--- config.mk ---
export PLATFORM = sky130hd
export DESIGN_NAME = xor_pcx_rle_decoder_flat
export DESIGN_NICKNAME = d
export VERILOG_FILES = /design/src/xprd_pkg.sv /design/src/xprd_if.sv /design/src/xprd_ctrl.sv /design/src/xprd_datapath.sv /design/src/xor_pcx_rle_decoder.sv /design/src/flat_wrapper.sv
export SDC_FILE = /design/constraint.sdc
export NUM_CORES = 1
export LEC_CHECK = 0
export BUFFER_PORTS_ARGS = -buffer_cell sky130_fd_sc_hd__clkbuf_2
export CAP_MARGIN = 20
export CORE_UTILIZATION = 60
export CTS_CLUSTER_DIAMETER = 100
export DETAILED_ROUTE_END_ITERATION = 6
export GPL_ROUTABILITY_DRIVEN = 0
export GPL_TIMING_DRIVEN = 1
export HOLD_SLACK_MARGIN = 0.1
export PLACE_DENSITY = 0.8
export SYNTH_ARGS = -nofsm -noshare
export SYNTH_HDL_FRONTEND = slang
export SYNTH_HIERARCHICAL = 1
export SYNTH_SLANG_ARGS = --single-unit
--- constraint.sdc ---
create_clock -name clk -period 9.1 [get_ports clk]
set_input_delay 0.91 -clock clk [delete_from_list [all_inputs] [get_ports clk]]
set_output_delay 0.91 -clock clk [all_outputs]
set_load 0.01 [all_outputs]
--- src/xprd_pkg.sv ---
// Package: shared constants and controller/datapath handshake types for the PCX decoder.
`default_nettype none
package xprd_pkg;

  localparam int HEADER_LEN_DEF = 128;
  localparam int MAX_PIXELS     = 1048576;

  localparam int PIX_W  = 21;
  localparam int BYTE_W = 8;
  localparam int RUN_W  = 6;
  localparam int IDX_W  = 2;

  localparam logic [PIX_W-1:0]  PIX_TOTAL_RST = 21'd64000;
  localparam logic [BYTE_W-1:0] MARKER_MIN    = 8'hC0;

  // configuration register indexes
  localparam logic [IDX_W-1:0] REG_XOR_KEY       = 2'd0;
  localparam logic [IDX_W-1:0] REG_CHECKSUM_SEED = 2'd1;
  localparam logic [IDX_W-1:0] REG_PIXEL_TOTAL   = 2'd2;

  // status codes
  localparam logic [1:0] STS_OK        = 2'd0;
  localparam logic [1:0] STS_CHECKSUM  = 2'd1;
  localparam logic [1:0] STS_OVERFLOW  = 2'd2;
  localparam logic [1:0] STS_FEW_PIXEL = 2'd3;

  typedef struct packed {
    logic take_ok;      // controller is ready for a new file byte
    logic run_step;     // emit the next pixel of a run
    logic status_emit;  // emit the end-of-file status
  } xprd_cmd_t;

  typedef struct packed {
    logic accept;    // file byte taken this cycle
    logic acc_more;  // that byte gives more than one pixel
    logic acc_last;  // that byte is the final one
    logic run_one;   // one run pixel left
    logic last_l;    // latched final flag of the byte in work
    logic out_free;  // output register can take a word this cycle
  } xprd_stat_t;

endpackage
`default_nettype wire

--- src/xprd_if.sv ---
// Interfaces: file byte channel, result channel and configuration write channel.
`default_nettype none
interface xprd_byte_if;
  logic       valid;
  logic       ready;
  logic [7:0] raw_byte;
  logic       final_byte;

  modport source (output valid, raw_byte, final_byte, input ready);
  modport sink   (input valid, raw_byte, final_byte, output ready);
endinterface

interface xprd_result_if;
  logic       valid;
  logic       ready;
  logic [7:0] pixel_value;
  logic       pixel_valid;
  logic       run_end;
  logic       status_valid;
  logic [1:0] status_code;
  logic [7:0] checksum_left;

  modport source (output valid, pixel_value, pixel_valid, run_end, status_valid,
                  status_code, checksum_left, input ready);
  modport sink   (input valid, pixel_value, pixel_valid, run_end, status_valid,
                  status_code, checksum_left, output ready);
endinterface

interface xprd_cfg_if;
  logic        valid;
  logic        ready;
  logic [1:0]  index;
  logic [20:0] data;

  modport source (output valid, index, data, input ready);
  modport sink   (input valid, index, data, output ready);
endinterface
`default_nettype wire

--- src/xprd_ctrl.sv ---
// Controller: sequences byte intake, run pixel output and the status word.
`default_nettype none
module xprd_ctrl
  import xprd_pkg::*;
(
  input  wire logic       clk,
  input  wire logic       rst,
  input  wire xprd_stat_t stat,
  output xprd_cmd_t       cmd
);

  localparam logic [1:0] ST_IDLE   = 2'd0;
  localparam logic [1:0] ST_RUN    = 2'd1;
  localparam logic [1:0] ST_STATUS = 2'd2;

  logic [1:0] state;
  logic [1:0] state_next;

  always_comb begin
    state_next      = state;
    cmd.take_ok     = 1'b0;
    cmd.run_step    = 1'b0;
    cmd.status_emit = 1'b0;
    case (state)
      ST_IDLE: begin
        cmd.take_ok = 1'b1;
        if (stat.accept) begin
          if (stat.acc_more) state_next = ST_RUN;
          else if (stat.acc_last) state_next = ST_STATUS;
        end
      end
      ST_RUN: begin
        cmd.run_step = stat.out_free;
        if (stat.out_free && stat.run_one) begin
          state_next = stat.last_l ? ST_STATUS : ST_IDLE;
        end
      end
      ST_STATUS: begin
        cmd.status_emit = stat.out_free;
        if (stat.out_free) state_next = ST_IDLE;
      end
      default: state_next = ST_IDLE;
    endcase
  end

  always_ff @(posedge clk) begin
    if (rst) state <= ST_IDLE;
    else     state <= state_next;
  end

  a_accept_idle: assert property (@(posedge clk) disable iff (rst)
    (state != ST_IDLE) |-> !stat.accept)
    else $error("byte taken outside idle");

  a_run_needs_room: assert property (@(posedge clk) disable iff (rst)
    cmd.run_step |-> stat.out_free)
    else $error("run pixel issued with output full");

  a_status_after_last: assert property (@(posedge clk) disable iff (rst)
    (state == ST_STATUS) |-> stat.last_l)
    else $error("status pending without a final byte");

endmodule
`default_nettype wire

--- src/xprd_datapath.sv ---
// Datapath: config registers, checksum, header skip, run state and output register.
`default_nettype none
module xprd_datapath
  import xprd_pkg::*;
#(
  parameter int HEADER_LEN = HEADER_LEN_DEF
) (
  input  wire logic      clk,
  input  wire logic      rst,
  input  wire xprd_cmd_t cmd,
  output xprd_stat_t     stat,
  xprd_byte_if.sink      file_byte,
  xprd_result_if.source  result,
  xprd_cfg_if.sink       cfg
);

  localparam int HDR_W = $clog2(HEADER_LEN + 2);
  localparam logic [HDR_W-1:0] HDR_END = HDR_W'(HEADER_LEN);

  // configuration
  logic [BYTE_W-1:0] xor_key;
  logic [BYTE_W-1:0] checksum_seed;
  logic [PIX_W-1:0]  pixel_total;

  // file state
  logic [HDR_W-1:0]  header_count, header_count_next;
  logic [PIX_W-1:0]  pixels_done, pixels_done_next;
  logic [BYTE_W-1:0] running_sum, running_sum_next;
  logic              run_pending, run_pending_next;
  logic [RUN_W-1:0]  pending_length, pending_length_next;
  logic              overflow_seen, overflow_seen_next;

  // run in progress
  logic [BYTE_W-1:0] run_byte;
  logic [RUN_W-1:0]  run_left, run_left_next;
  logic              last_l;

  // output register
  logic              ovalid;
  logic [BYTE_W-1:0] o_pixel_value;
  logic              o_pixel_valid;
  logic              o_run_end;
  logic              o_status_valid;
  logic [1:0]        o_status_code;
  logic [BYTE_W-1:0] o_checksum_left;

  logic              out_free;
  logic              accept;
  logic [PIX_W-1:0]  total_eff;
  logic [BYTE_W-1:0] dec_byte;
  logic [RUN_W-1:0]  emit_cnt;
  logic [PIX_W:0]    run_reach;
  logic [1:0]        code;
  logic              cfg_wr;

  assign out_free       = !ovalid || result.ready;
  assign file_byte.ready = cmd.take_ok && out_free;
  assign accept         = file_byte.valid && file_byte.ready;
  assign cfg.ready      = 1'b1;
  assign cfg_wr         = cfg.valid;

  assign total_eff = (32'(pixel_total) > MAX_PIXELS) ? PIX_W'(MAX_PIXELS) : pixel_total;
  assign dec_byte  = file_byte.raw_byte ^ xor_key;
  assign run_reach = {1'b0, pixels_done} + (PIX_W + 1)'(dec_byte[RUN_W-1:0]);

  always_comb begin
    header_count_next   = header_count;
    pixels_done_next    = pixels_done;
    running_sum_next    = running_sum;
    run_pending_next    = run_pending;
    pending_length_next = pending_length;
    overflow_seen_next  = overflow_seen;
    emit_cnt            = '0;
    if (accept) begin
      running_sum_next = running_sum - file_byte.raw_byte;
      if (header_count < HDR_END) begin
        header_count_next = header_count + 1'b1;
      end else if (run_pending) begin
        emit_cnt            = pending_length;
        pixels_done_next    = pixels_done + PIX_W'(pending_length);
        run_pending_next    = 1'b0;
        pending_length_next = '0;
      end else if (!overflow_seen && (pixels_done < total_eff)) begin
        if (dec_byte >= MARKER_MIN) begin
          if ((run_reach > {1'b0, total_eff}) || file_byte.final_byte) begin
            overflow_seen_next = 1'b1;
          end else begin
            run_pending_next    = 1'b1;
            pending_length_next = dec_byte[RUN_W-1:0];
          end
        end else begin
          emit_cnt         = RUN_W'(1);
          pixels_done_next = pixels_done + 1'b1;
        end
      end
    end
    // seed write restarts the checksum
    if (cfg_wr && (cfg.index == REG_CHECKSUM_SEED)) begin
      running_sum_next = cfg.data[BYTE_W-1:0];
    end
  end

  // end-of-file status from the settled file state
  always_comb begin
    if (running_sum != '0)            code = STS_CHECKSUM;
    else if (overflow_seen)           code = STS_OVERFLOW;
    else if (pixels_done != total_eff) code = STS_FEW_PIXEL;
    else                              code = STS_OK;
  end

  assign run_left_next = accept ? (emit_cnt - 1'b1) : (run_left - 1'b1);

  assign stat.accept   = accept;
  assign stat.acc_more = emit_cnt > RUN_W'(1);
  assign stat.acc_last = file_byte.final_byte;
  assign stat.run_one  = run_left == RUN_W'(1);
  assign stat.last_l   = last_l;
  assign stat.out_free = out_free;

  always_ff @(posedge clk) begin
    if (rst) begin
      xor_key        <= '0;
      checksum_seed  <= '0;
      pixel_total    <= PIX_TOTAL_RST;
      header_count   <= '0;
      pixels_done    <= '0;
      running_sum    <= '0;
      run_pending    <= 1'b0;
      pending_length <= '0;
      overflow_seen  <= 1'b0;
      run_left       <= '0;
      last_l         <= 1'b0;
      ovalid         <= 1'b0;
    end else begin
      if (cmd.status_emit) begin
        header_count   <= '0;
        pixels_done    <= '0;
        running_sum    <= checksum_seed;
        run_pending    <= 1'b0;
        pending_length <= '0;
        overflow_seen  <= 1'b0;
      end else begin
        header_count   <= header_count_next;
        pixels_done    <= pixels_done_next;
        running_sum    <= running_sum_next;
        run_pending    <= run_pending_next;
        pending_length <= pending_length_next;
        overflow_seen  <= overflow_seen_next;
      end
      if (accept || cmd.run_step) run_left <= run_left_next;
      if (accept) last_l <= file_byte.final_byte;

      if ((accept && (emit_cnt != '0)) || cmd.run_step || cmd.status_emit) begin
        ovalid <= 1'b1;
      end else if (result.ready) begin
        ovalid <= 1'b0;
      end

      if (cfg_wr) begin
        case (cfg.index)
          REG_XOR_KEY:       xor_key <= cfg.data[BYTE_W-1:0];
          REG_CHECKSUM_SEED: checksum_seed <= cfg.data[BYTE_W-1:0];
          REG_PIXEL_TOTAL:   pixel_total <= cfg.data;
          default: ;
        endcase
      end
    end
  end

  always_ff @(posedge clk) begin
    if (accept) run_byte <= dec_byte;
    if (accept && (emit_cnt != '0)) begin
      o_pixel_value   <= dec_byte;
      o_pixel_valid   <= 1'b1;
      o_run_end       <= (emit_cnt == RUN_W'(1)) && !file_byte.final_byte;
      o_status_valid  <= 1'b0;
      o_status_code   <= STS_OK;
      o_checksum_left <= '0;
    end else if (cmd.run_step) begin
      o_pixel_value   <= run_byte;
      o_pixel_valid   <= 1'b1;
      o_run_end       <= (run_left == RUN_W'(1)) && !last_l;
      o_status_valid  <= 1'b0;
      o_status_code   <= STS_OK;
      o_checksum_left <= '0;
    end else if (cmd.status_emit) begin
      o_pixel_value   <= '0;
      o_pixel_valid   <= 1'b0;
      o_run_end       <= 1'b1;
      o_status_valid  <= 1'b1;
      o_status_code   <= code;
      o_checksum_left <= running_sum;
    end
  end

  assign result.valid         = ovalid;
  assign result.pixel_value   = o_pixel_value;
  assign result.pixel_valid   = o_pixel_valid;
  assign result.run_end       = o_run_end;
  assign result.status_valid  = o_status_valid;
  assign result.status_code   = o_status_code;
  assign result.checksum_left = o_checksum_left;

  a_run_after_header: assert property (@(posedge clk) disable iff (rst)
    run_pending |-> (header_count == HDR_END))
    else $error("run pending inside header");

  a_run_left_live: assert property (@(posedge clk) disable iff (rst)
    cmd.run_step |-> (run_left != '0))
    else $error("run step with no pixels left");

  a_pixel_loaded: assert property (@(posedge clk) disable iff (rst)
    (accept && (emit_cnt != '0)) |=> (ovalid && o_pixel_valid && !o_status_valid))
    else $error("pixel of accepted byte not in output register");

endmodule
`default_nettype wire

--- src/xor_pcx_rle_decoder.sv ---
// Top level: XOR-descrambling, checksumming 8-bit PCX run-length decoder.
//
// Channels (valid/ready, a word moves when both are high):
//   file_byte : one scrambled file byte per word, final_byte marks file end.
//   result    : decoded pixel words and one end-of-file status word per file;
//               run_end flags the last word caused by a given file byte.
//   cfg       : register writes (0 xor_key, 1 checksum_seed, 2 pixel_total),
//               always ready, one write per cycle; write only while idle.
// Timing: a literal pixel is loaded into the output register in the same cycle
// as its byte is taken, so it shows on result in the next cycle. A run of n
// pixels holds the byte channel until its last pixel is issued, one pixel per
// cycle while the output register is free, the first pixel loaded with the
// marker-following byte. Header, marker and zero-length-run bytes give no
// word. The final byte is followed by the status word. The single output
// register passes one word per cycle while the receiver is ready.
// Reset (rst, synchronous) clears the file state, loads the register
// defaults and empties the output register. When the receiver stalls, the
// output register holds its word and file_byte.ready stays low.
`default_nettype none
module xor_pcx_rle_decoder
  import xprd_pkg::*;
#(
  parameter int HEADER_LEN = HEADER_LEN_DEF
) (
  input wire logic      clk,
  input wire logic      rst,
  xprd_byte_if.sink     file_byte,
  xprd_result_if.source result,
  xprd_cfg_if.sink      cfg
);

  xprd_cmd_t  cmd;
  xprd_stat_t stat;

  // state machine: idle / run output / status output
  xprd_ctrl u_ctrl (
    .clk  (clk),
    .rst  (rst),
    .stat (stat),
    .cmd  (cmd)
  );

  // checksum, descrambler, decode state and output register
  xprd_datapath #(
    .HEADER_LEN (HEADER_LEN)
  ) u_datapath (
    .clk       (clk),
    .rst       (rst),
    .cmd       (cmd),
    .stat      (stat),
    .file_byte (file_byte),
    .result    (result),
    .cfg       (cfg)
  );

endmodule
`default_nettype wire

--- src/flat_wrapper.sv ---
// flat-port wrapper written by rule: the top's interface ports become plain ports
module xor_pcx_rle_decoder_flat import xprd_pkg::*;
#(
  parameter int HEADER_LEN = HEADER_LEN_DEF
)
  (clk, rst, file_byte_valid, file_byte_raw_byte, file_byte_final_byte, file_byte_ready, result_valid, result_pixel_value, result_pixel_valid, result_run_end, result_status_valid, result_status_code, result_checksum_left, result_ready, cfg_valid, cfg_index, cfg_data, cfg_ready);
  xprd_byte_if file_byte_i ();
  xprd_result_if result_i ();
  xprd_cfg_if cfg_i ();
  input wire logic clk;
  input wire logic rst;
  input wire logic [$bits(file_byte_i.valid)-1:0] file_byte_valid;
  input wire logic [$bits(file_byte_i.raw_byte)-1:0] file_byte_raw_byte;
  input wire logic [$bits(file_byte_i.final_byte)-1:0] file_byte_final_byte;
  output wire logic [$bits(file_byte_i.ready)-1:0] file_byte_ready;
  output wire logic [$bits(result_i.valid)-1:0] result_valid;
  output wire logic [$bits(result_i.pixel_value)-1:0] result_pixel_value;
  output wire logic [$bits(result_i.pixel_valid)-1:0] result_pixel_valid;
  output wire logic [$bits(result_i.run_end)-1:0] result_run_end;
  output wire logic [$bits(result_i.status_valid)-1:0] result_status_valid;
  output wire logic [$bits(result_i.status_code)-1:0] result_status_code;
  output wire logic [$bits(result_i.checksum_left)-1:0] result_checksum_left;
  input wire logic [$bits(result_i.ready)-1:0] result_ready;
  input wire logic [$bits(cfg_i.valid)-1:0] cfg_valid;
  input wire logic [$bits(cfg_i.index)-1:0] cfg_index;
  input wire logic [$bits(cfg_i.data)-1:0] cfg_data;
  output wire logic [$bits(cfg_i.ready)-1:0] cfg_ready;
  assign file_byte_i.valid = file_byte_valid;
  assign file_byte_i.raw_byte = file_byte_raw_byte;
  assign file_byte_i.final_byte = file_byte_final_byte;
  assign file_byte_ready = file_byte_i.ready;
  assign result_valid = result_i.valid;
  assign result_pixel_value = result_i.pixel_value;
  assign result_pixel_valid = result_i.pixel_valid;
  assign result_run_end = result_i.run_end;
  assign result_status_valid = result_i.status_valid;
  assign result_status_code = result_i.status_code;
  assign result_checksum_left = result_i.checksum_left;
  assign result_i.ready = result_ready;
  assign cfg_i.valid = cfg_valid;
  assign cfg_i.index = cfg_index;
  assign cfg_i.data = cfg_data;
  assign cfg_ready = cfg_i.ready;
  xor_pcx_rle_decoder #(.HEADER_LEN(HEADER_LEN)) u_core (.clk(clk), .rst(rst), .file_byte(file_byte_i), .result(result_i), .cfg(cfg_i));
endmodule
# --- Word level (Yosys, flattened, before mapping) ---
# Cells that the tools add are included.
totals:
  in_bits: 37
  wordCells: 128
  ff_bits: 121
  out_inout_bits: 24
classes:
  n_mux: 42
  n_addsub: 7
  n_reduce_logical: 37
  n_eq_ne: 13
  n_bitwise: 3
  magnitude_cmp: 6
ops:
  columns: ["operator", "n"]
  rows:
  - ["$mux W21", 4]
  - ["$mux W6", 8]
  - ["$mux W8", 6]
  - ["$add A21 B6 Y22", 1]
  - ["$gt A22 B21 Y1", 1]
  - ["$add A21 B1 Y21 const B", 1]
  - ["$add A21 B6 Y21", 1]
  - ["$gt A21 B21 Y1 const B", 1]
  - ["$lt A21 B21 Y1", 1]
  - ["$ne A21 B21 Y1", 1]
  - ["$mux W2", 9]
  - ["$mux W1", 14]
  - ["$eq A6 B1 Y1 const B", 2]
  - ["$sub A6 B1 Y6 const B", 2]
  - ["$ne A2 B2 Y1 const B", 5]
  - ["$reduce_and A2 Y1", 5]
  - ["$add A8 B1 Y8 const B", 1]
  - ["$ge A8 B8 Y1 const B", 1]
  - ["$logic_and A1 B1 Y1", 8]
  - ["$lt A8 B8 Y1 const B", 1]
  - ["$reduce_and A4 Y1", 2]
  - ["$reduce_bool A8 Y1", 1]
  - ["$sub A8 B8 Y8", 1]
  - ["$xor A8 B8 Y8", 1]
  - ["15 further kinds", 30]

# --- Depth between registers and ports, before layout ---
logic_depth:
  depth_word: 13
  ltp_mapped: 19
  mapped_depth_nobuf: 19

# --- Hierarchy ---
# Netlist, hierarchy kept.
modules_own_cells:
  columns: ["mod", "seq_area_each_um2", "instances", "cells_each", "area_per_inst_um2"]
  rows:
  - ["xprd_datapath", 2552.4, 1, 871, 7230.7]
  - ["xprd_ctrl", 40.0, 1, 16, 122.6]

# --- Least setup slack after synthesis ---
# No wires, ideal clock.
synth_path:
  kind: "input-to-reg"
  startpoint: "input file_byte_raw_byte[1]"
  endpoint: "register u_core.u_datapath.pending_length[0]"
  arrival_time_ps: 4419
  path_buffers: 0
  path_stages: 17
  path_slack_ps: 4609
  setup_time_ps: 72
  required_ps: 9028
  cell_sequence: "xor2_1 > ha_1 > a211oi_1 > nor2_1 > o41ai_1 > nor2_1 > and3_1 > nand3_1 > xnor2_1 > ha_1 > a21oi_1 > o21ai_0 > a211o_1 > o211ai_1 > a21oi_1 > nor3_2 > mux2i_1"
synth_via:
  elab_chain_cells: 6
  elab_cells_between_ends: 8
  cone_classes: "1 x add/sub; 2 x order compare; 1 x eq/ne; 1 x bitwise; 3 x reduce/logical"
synth_lines:
  columns: ["item", "line", "source"]
  rows:
  - ["start: declaration", "flat_wrapper.sv:13", "input wire logic [$bits(file_byte_i.raw_byte)-1:0] file_byte_raw_byte;"]
  - ["$xor A8 B8 Y8 *", "xprd_datapath.sv:63", "assign dec_byte = file_byte.raw_byte ^ xor_key;"]
  - ["$add A21 B6 Y22", "xprd_datapath.sv:64", "assign run_reach = {1'b0, pixels_done} + (PIX_W + 1)'(dec_byte[RUN_W-1:0]);"]
  - ["$gt A22 B21 Y1", "xprd_datapath.sv:85", "if ((run_reach > {1'b0, total_eff}) || file_byte.final_byte) begin"]
  - ["$logic_or A1 B1 Y1", "xprd_datapath.sv:85", null]
  - ["$ne A2 B2 Y1 (no line)", null, null]
  - ["$reduce_and A5 Y1 (no line) *", null, null]
  - ["end signal: assignment", "xprd_datapath.sv:147", "pending_length <= pending_length_next;"]
  - ["end: declaration", "xprd_datapath.sv:30", "logic [RUN_W-1:0] pending_length, pending_length_next;"]
# Mark *: on every way between the ends. The rest lies on a longest branch, timed or not.
# A chain may end at the register's enable or synchronous reset.

# --- Worst setup path after layout ---
layout_path:
  startpoint: "register u_core.u_datapath.pixel_total[3]"
  endpoint: "register u_core.u_datapath.o_pixel_value[7] (netlist: u_core/u_datapath/result.pixel_value[7]) (enable)"
layout_via:
  elab_chain_cells: 11
layout_lines:
  columns: ["item", "line", "source"]
  rows:
  - ["start: declaration", "xprd_datapath.sv:23", "logic [PIX_W-1:0] pixel_total;"]
  - ["start signal: assignment", "xprd_datapath.sv:163", "REG_PIXEL_TOTAL: pixel_total <= cfg.data;"]
  - ["$gt A21 B21 Y1", "xprd_datapath.sv:62", "assign total_eff = (32'(pixel_total) > MAX_PIXELS) ? PIX_W'(MAX_PIXELS) : pixel_total;"]
  - ["$mux W21 *", "xprd_datapath.sv:62", null]
  - ["$lt A21 B21 Y1 *", "xprd_datapath.sv:83", "end else if (!overflow_seen && (pixels_done < total_eff)) begin"]
  - ["$logic_and A1 B1 Y1 *", "xprd_datapath.sv:83", null]
  - ["$mux W1 *", "xprd_datapath.sv:83", null]
  - ["$mux W6 *", "xprd_datapath.sv:78", "end else if (run_pending) begin"]
  - ["$mux W6 *", "xprd_datapath.sv:76", "if (header_count < HDR_END) begin"]
  - ["$mux W6 *", "xprd_datapath.sv:74", "if (accept) begin"]
  - ["$reduce_bool A6 Y1 *", "xprd_datapath.sv:172", "if (accept && (emit_cnt != '0)) begin"]
  - ["$logic_and A1 B1 Y1 *", "xprd_datapath.sv:172", null]
  - ["$reduce_bool A3 Y1 (no line) *", null, null]
  - ["end signal: assignment", "xprd_datapath.sv:173", "o_pixel_value <= dec_byte;"]
  - ["end signal: assignment", "xprd_datapath.sv:180", "o_pixel_value <= run_byte;"]
  - ["end: declaration", "xprd_datapath.sv:40", "logic [BYTE_W-1:0] o_pixel_value;"]
# Marks and branches as above.

==> impl_metrics.ini <==
[yosys]
synthTopCellsByArea = dfxtp_1 28%, ha_1 11%, edfxtp_1 6.9%
async_flop_share_pct = 0
synth_top_area_share_pct = 28.3
synth_commonest_cells = 134 x nand2_1, 104 x dfxtp_1, 85 x nor2_1
synth_top_flop_cell = dfxtp_1
syn_area_per_cell_um2 = 8.29
synth_fp_nets = 993
ys_ff_latch = 121
synth-edff-count = 17
ys_types = 67
synth_seq_area_share_pct = 35.3
syn_inst = 887
synth_top_cell_by_area = dfxtp_1
synth_warnings = 6
netlist_area_mm2 = 0.00735
yosysMostFrequentCell = nand2_1

[worst_setup_path]
start_kind = flip-flop
cp.arrival_ps = 5320
cp_slowest_cell = o21ai_1
rr_endpoint = u_core/u_datapath/result.pixel_value[7]$_DFFE_PP_
critPathMostFrequentCell = nand2_1
crit_chain = nor4_1, nand2_1, o21ai_1, nand2_1, ha_1, a211oi_2, o2111ai_1, a211oi_2, nand4_4, a21boi_0, inv_1, ha_1, a21o_1, nand2_1, nor2_1, inv_1
rr_startpoint = u_core/u_datapath/pixel_total[3]$_SDFFE_PP0P_
end_kind = flip-flop
crit_type = flip-flop to flip-flop
max_stage_delay_ps = 500
cp.required_ps = 9190
crit_family = compound AO/OA/AOI/OAI gates
crit_buf_inv = 2
path_max_fanout = 19
reg2reg_slack_ps = 3880
reg2reg_depth = 16

[global_route]
grt_max_degree = 59
grt_pass1_vias = 6114
antenna_found_initial = 0
grt_util_all_layers_pct = 29.8
grt.overflow.total = 0
grt_pass1_wl_um = 29800

[cts]
cts_resized = 0
tritoncts = yes
htreeDepth = 4
numCtsBuffers = 17
cts_post_setup_buffers_inserted = 0
root_buffer = clkbuf_16
hold_buffers = 0
clockBufferDepth = 2
cts.clk_slew.worst_paths_ps = 60
cts_sinks = 121
clk_latency_ps = 420

[power_and_ir_drop]
p_seq_share_pct = 42.6
p_leak_nw = 3.52
p_sw_mw = 0.382
swShare_pct = 27.3
p_int_mw = 1.02
pwr-share-comb_pct = 12.6
power_density_mw_per_mm2 = 169
pwr-share-clk_pct = 44.9
peakVddDrop_v = 0.000170

[timing]
maxSlewViolCount = 0
rsz0062_at_grt = no
finalCritPeriodShare_pct = 57.4
layout_setup_ws_ps = 3880
finalHoldViolCount = 0
slew_headroom_pct = 42.8
clock.fmax_mhz = 191
finalSetupViolations = 0
fin_skew_ps = 8.22
final.setup.tns_ps = 0
min_period_ps = 5220
worst_slew_pin_slew_ps = 855

[routing]
drt_iter0_drc = 588
vias = 6505
avgViaCountPerCell = 5.96
wl_um = 18500
dr.pass1.iters = 5
drc_errors = 0
antenna_left = 0
post_drt_wl_per_cell_um = 16.9

[finish]
finalNetCount = 1038
drive_above_1_share_pct = 12.0
fin_util_pct = 69.1
area_growth_pct = 12.4
diodes = 0
fillers = 949

[hold_path]
hold_end = u_core/u_datapath/checksum_seed[2]$_SDFFE_PP0P_
worstHoldPathCells = 2
hp-class = flip-flop to flip-flop
hp-start = u_core/u_datapath/checksum_seed[2]$_SDFFE_PP0P_

[placement]
pre_cts_ws_ps = 3860
dp_hpwl_um = 13300
port_buffers = 59

[floorplanning]
die_area_mm2 = 0.0127
fp-row-count = 40
fp.dieH_um = 113
chipWidth_um = 113
io_pins = 61
start_util_pct = 61.5
fp.coreArea_mm2 = 0.0120

[run]
maxCapViolations = 0

[outcome]
status = finished, final reports clean
-- power groups by stage --
| stage | Combinational [mW] | Clock [mW] | Sequential (mW) |
|---|---|---|---|
| global route | 0.195 | 0.657 | 0.598 |
| finish | 0.176 | 0.628 | 0.596 |
| detailed placement | 0.172 | 0 | 0.606 |
| floorplan | 0.112 | 0 | 0.606 |
| CTS | 0.174 | 0.635 | 0.595 |
| global placement | 0.169 | 0 | 0.605 |
-- flip-flops by register name (all words and copies together) (netlist names), 2 cells and up --
name and cells:
u_core/u_datapath/result.pixel_value 8, u_core/u_datapath/xor_key 8, u_core/u_datapath/result.status_code 2, u_core/u_datapath/run_left 6
u_core/u_datapath/header_count 8, u_core/u_ctrl/state 2, u_core/u_datapath/pixels_done 21, u_core/u_datapath/checksum_seed 8
u_core/u_datapath/pending_length 6, u_core/u_datapath/pixel_total 21, u_core/u_datapath/result.checksum_left 8, u_core/u_datapath/run_byte 8
u_core/u_datapath/running_sum 8
-- logic make-up (layout without fill, tap and decap cells) --
| group | Yosys count | in the layout | share of synthesized area (%) |
|---|---|---|---|
| buffers and inverters | 87 | 145 | 4.83 |
| XOR/XNOR | 49 | 49 | 5.84 |
| AO/OA/AOI/OAI | 180 | 180 | 15.1 |
| multiplexers | 27 | 27 | 3.68 |
| other | 1 | 1 | 0.0510 |
| adder cells (fa/ha/maj) | 69 | 69 | 12.0 |
| flip-flops | 121 | 121 | 35.3 |
| AND/OR/NAND/NOR | 353 | 353 | 23.2 |
-- metrics by stage --
step / hold WS, ps / cells / cell area, um2 / total power, mW
after floorplan: 431 / 887 / 7350 / 0.718
after detailed placement: 445 / 1060 / 7710 / 0.777
after global placement: 437 / 1060 / 7710 / 0.773
after global routing: 480 / 1092 / 8270 / 1.45
after CTS: 453 / 1092 / 8270 / 1.40
final: 455 / 1092 / 8270 / 1.40
-- worst max path at each step --
stage / cells past startpoint / to / slack [ps] / from
after detailed placement: 19 / u_core/u_datapath/pending_length[0]$_SDFFE_PP0P_ / 3860 / file_byte_raw_byte[1]
final: 16 / u_core/u_datapath/result.pixel_value[7]$_DFFE_PP_ / 3880 / u_core/u_datapath/pixel_total[3]$_SDFFE_PP0P_
after global routing: 16 / u_core/u_datapath/result.pixel_value[3]$_DFFE_PP_ / 3370 / u_core/u_datapath/pixel_total[3]$_SDFFE_PP0P_
after CTS: 16 / u_core/u_datapath/result.pixel_value[1]$_DFFE_PP_ / 3980 / u_core/u_datapath/pixel_total[3]$_SDFFE_PP0P_
after global placement: 20 / u_core/u_datapath/pending_length[2]$_SDFFE_PP0P_ / 3880 / file_byte_raw_byte[0]
after floorplan: 17 / u_core/u_datapath/pending_length[0]$_SDFFE_PP0P_ / 4610 / file_byte_raw_byte[1]
-- cell type report --
type                            count  area (um2)  area share (%)
Clock inverter                     15         129            1.56
Tap cell                          147         184            2.22
Multi-Input combinational cell    679        4410            53.3
Sequential cell                   121        2590            31.4
Timing Repair Buffer               67         355            4.30
Clock buffer                       17         425            5.15
Inverter                           46         173            2.09
-- metal layers --
| layer | GRT usage [%] | wire length, um |
|---|---|---|
| met1 | 39.3 | 8410 |
| met2 | 46.7 | 8250 |
| met3 | 7.34 | 1280 |
| met4 | 11.8 | 511 |
| met5 | 0 | 0 |
-- layout by cell type (no fill, tap or decap), types with 13 or more instances in the layout --
| cell type | count |
|---|---|
| a21oi_1 | 78 |
| clkbuf_16 | 17 |
| clkbuf_2 | 59 |
| dfxtp_1 | 104 |
| edfxtp_1 | 17 |
| ha_1 | 66 |
| inv_1 | 45 |
| mux2i_1 | 27 |
| nand2_1 | 134 |
| nand3_1 | 25 |
| nand4_1 | 13 |
| nor2_1 | 84 |
| nor3_1 | 13 |
| o21ai_0 | 31 |
| xnor2_1 | 24 |
| xor2_1 | 25 |
-- tightest hold or removal path, stage by stage (launching register included) --
cell     delay [ps]
dfxtp_1         300
nand2_1          50
a21oi_1          50
(Power assumes the default switching activity.)
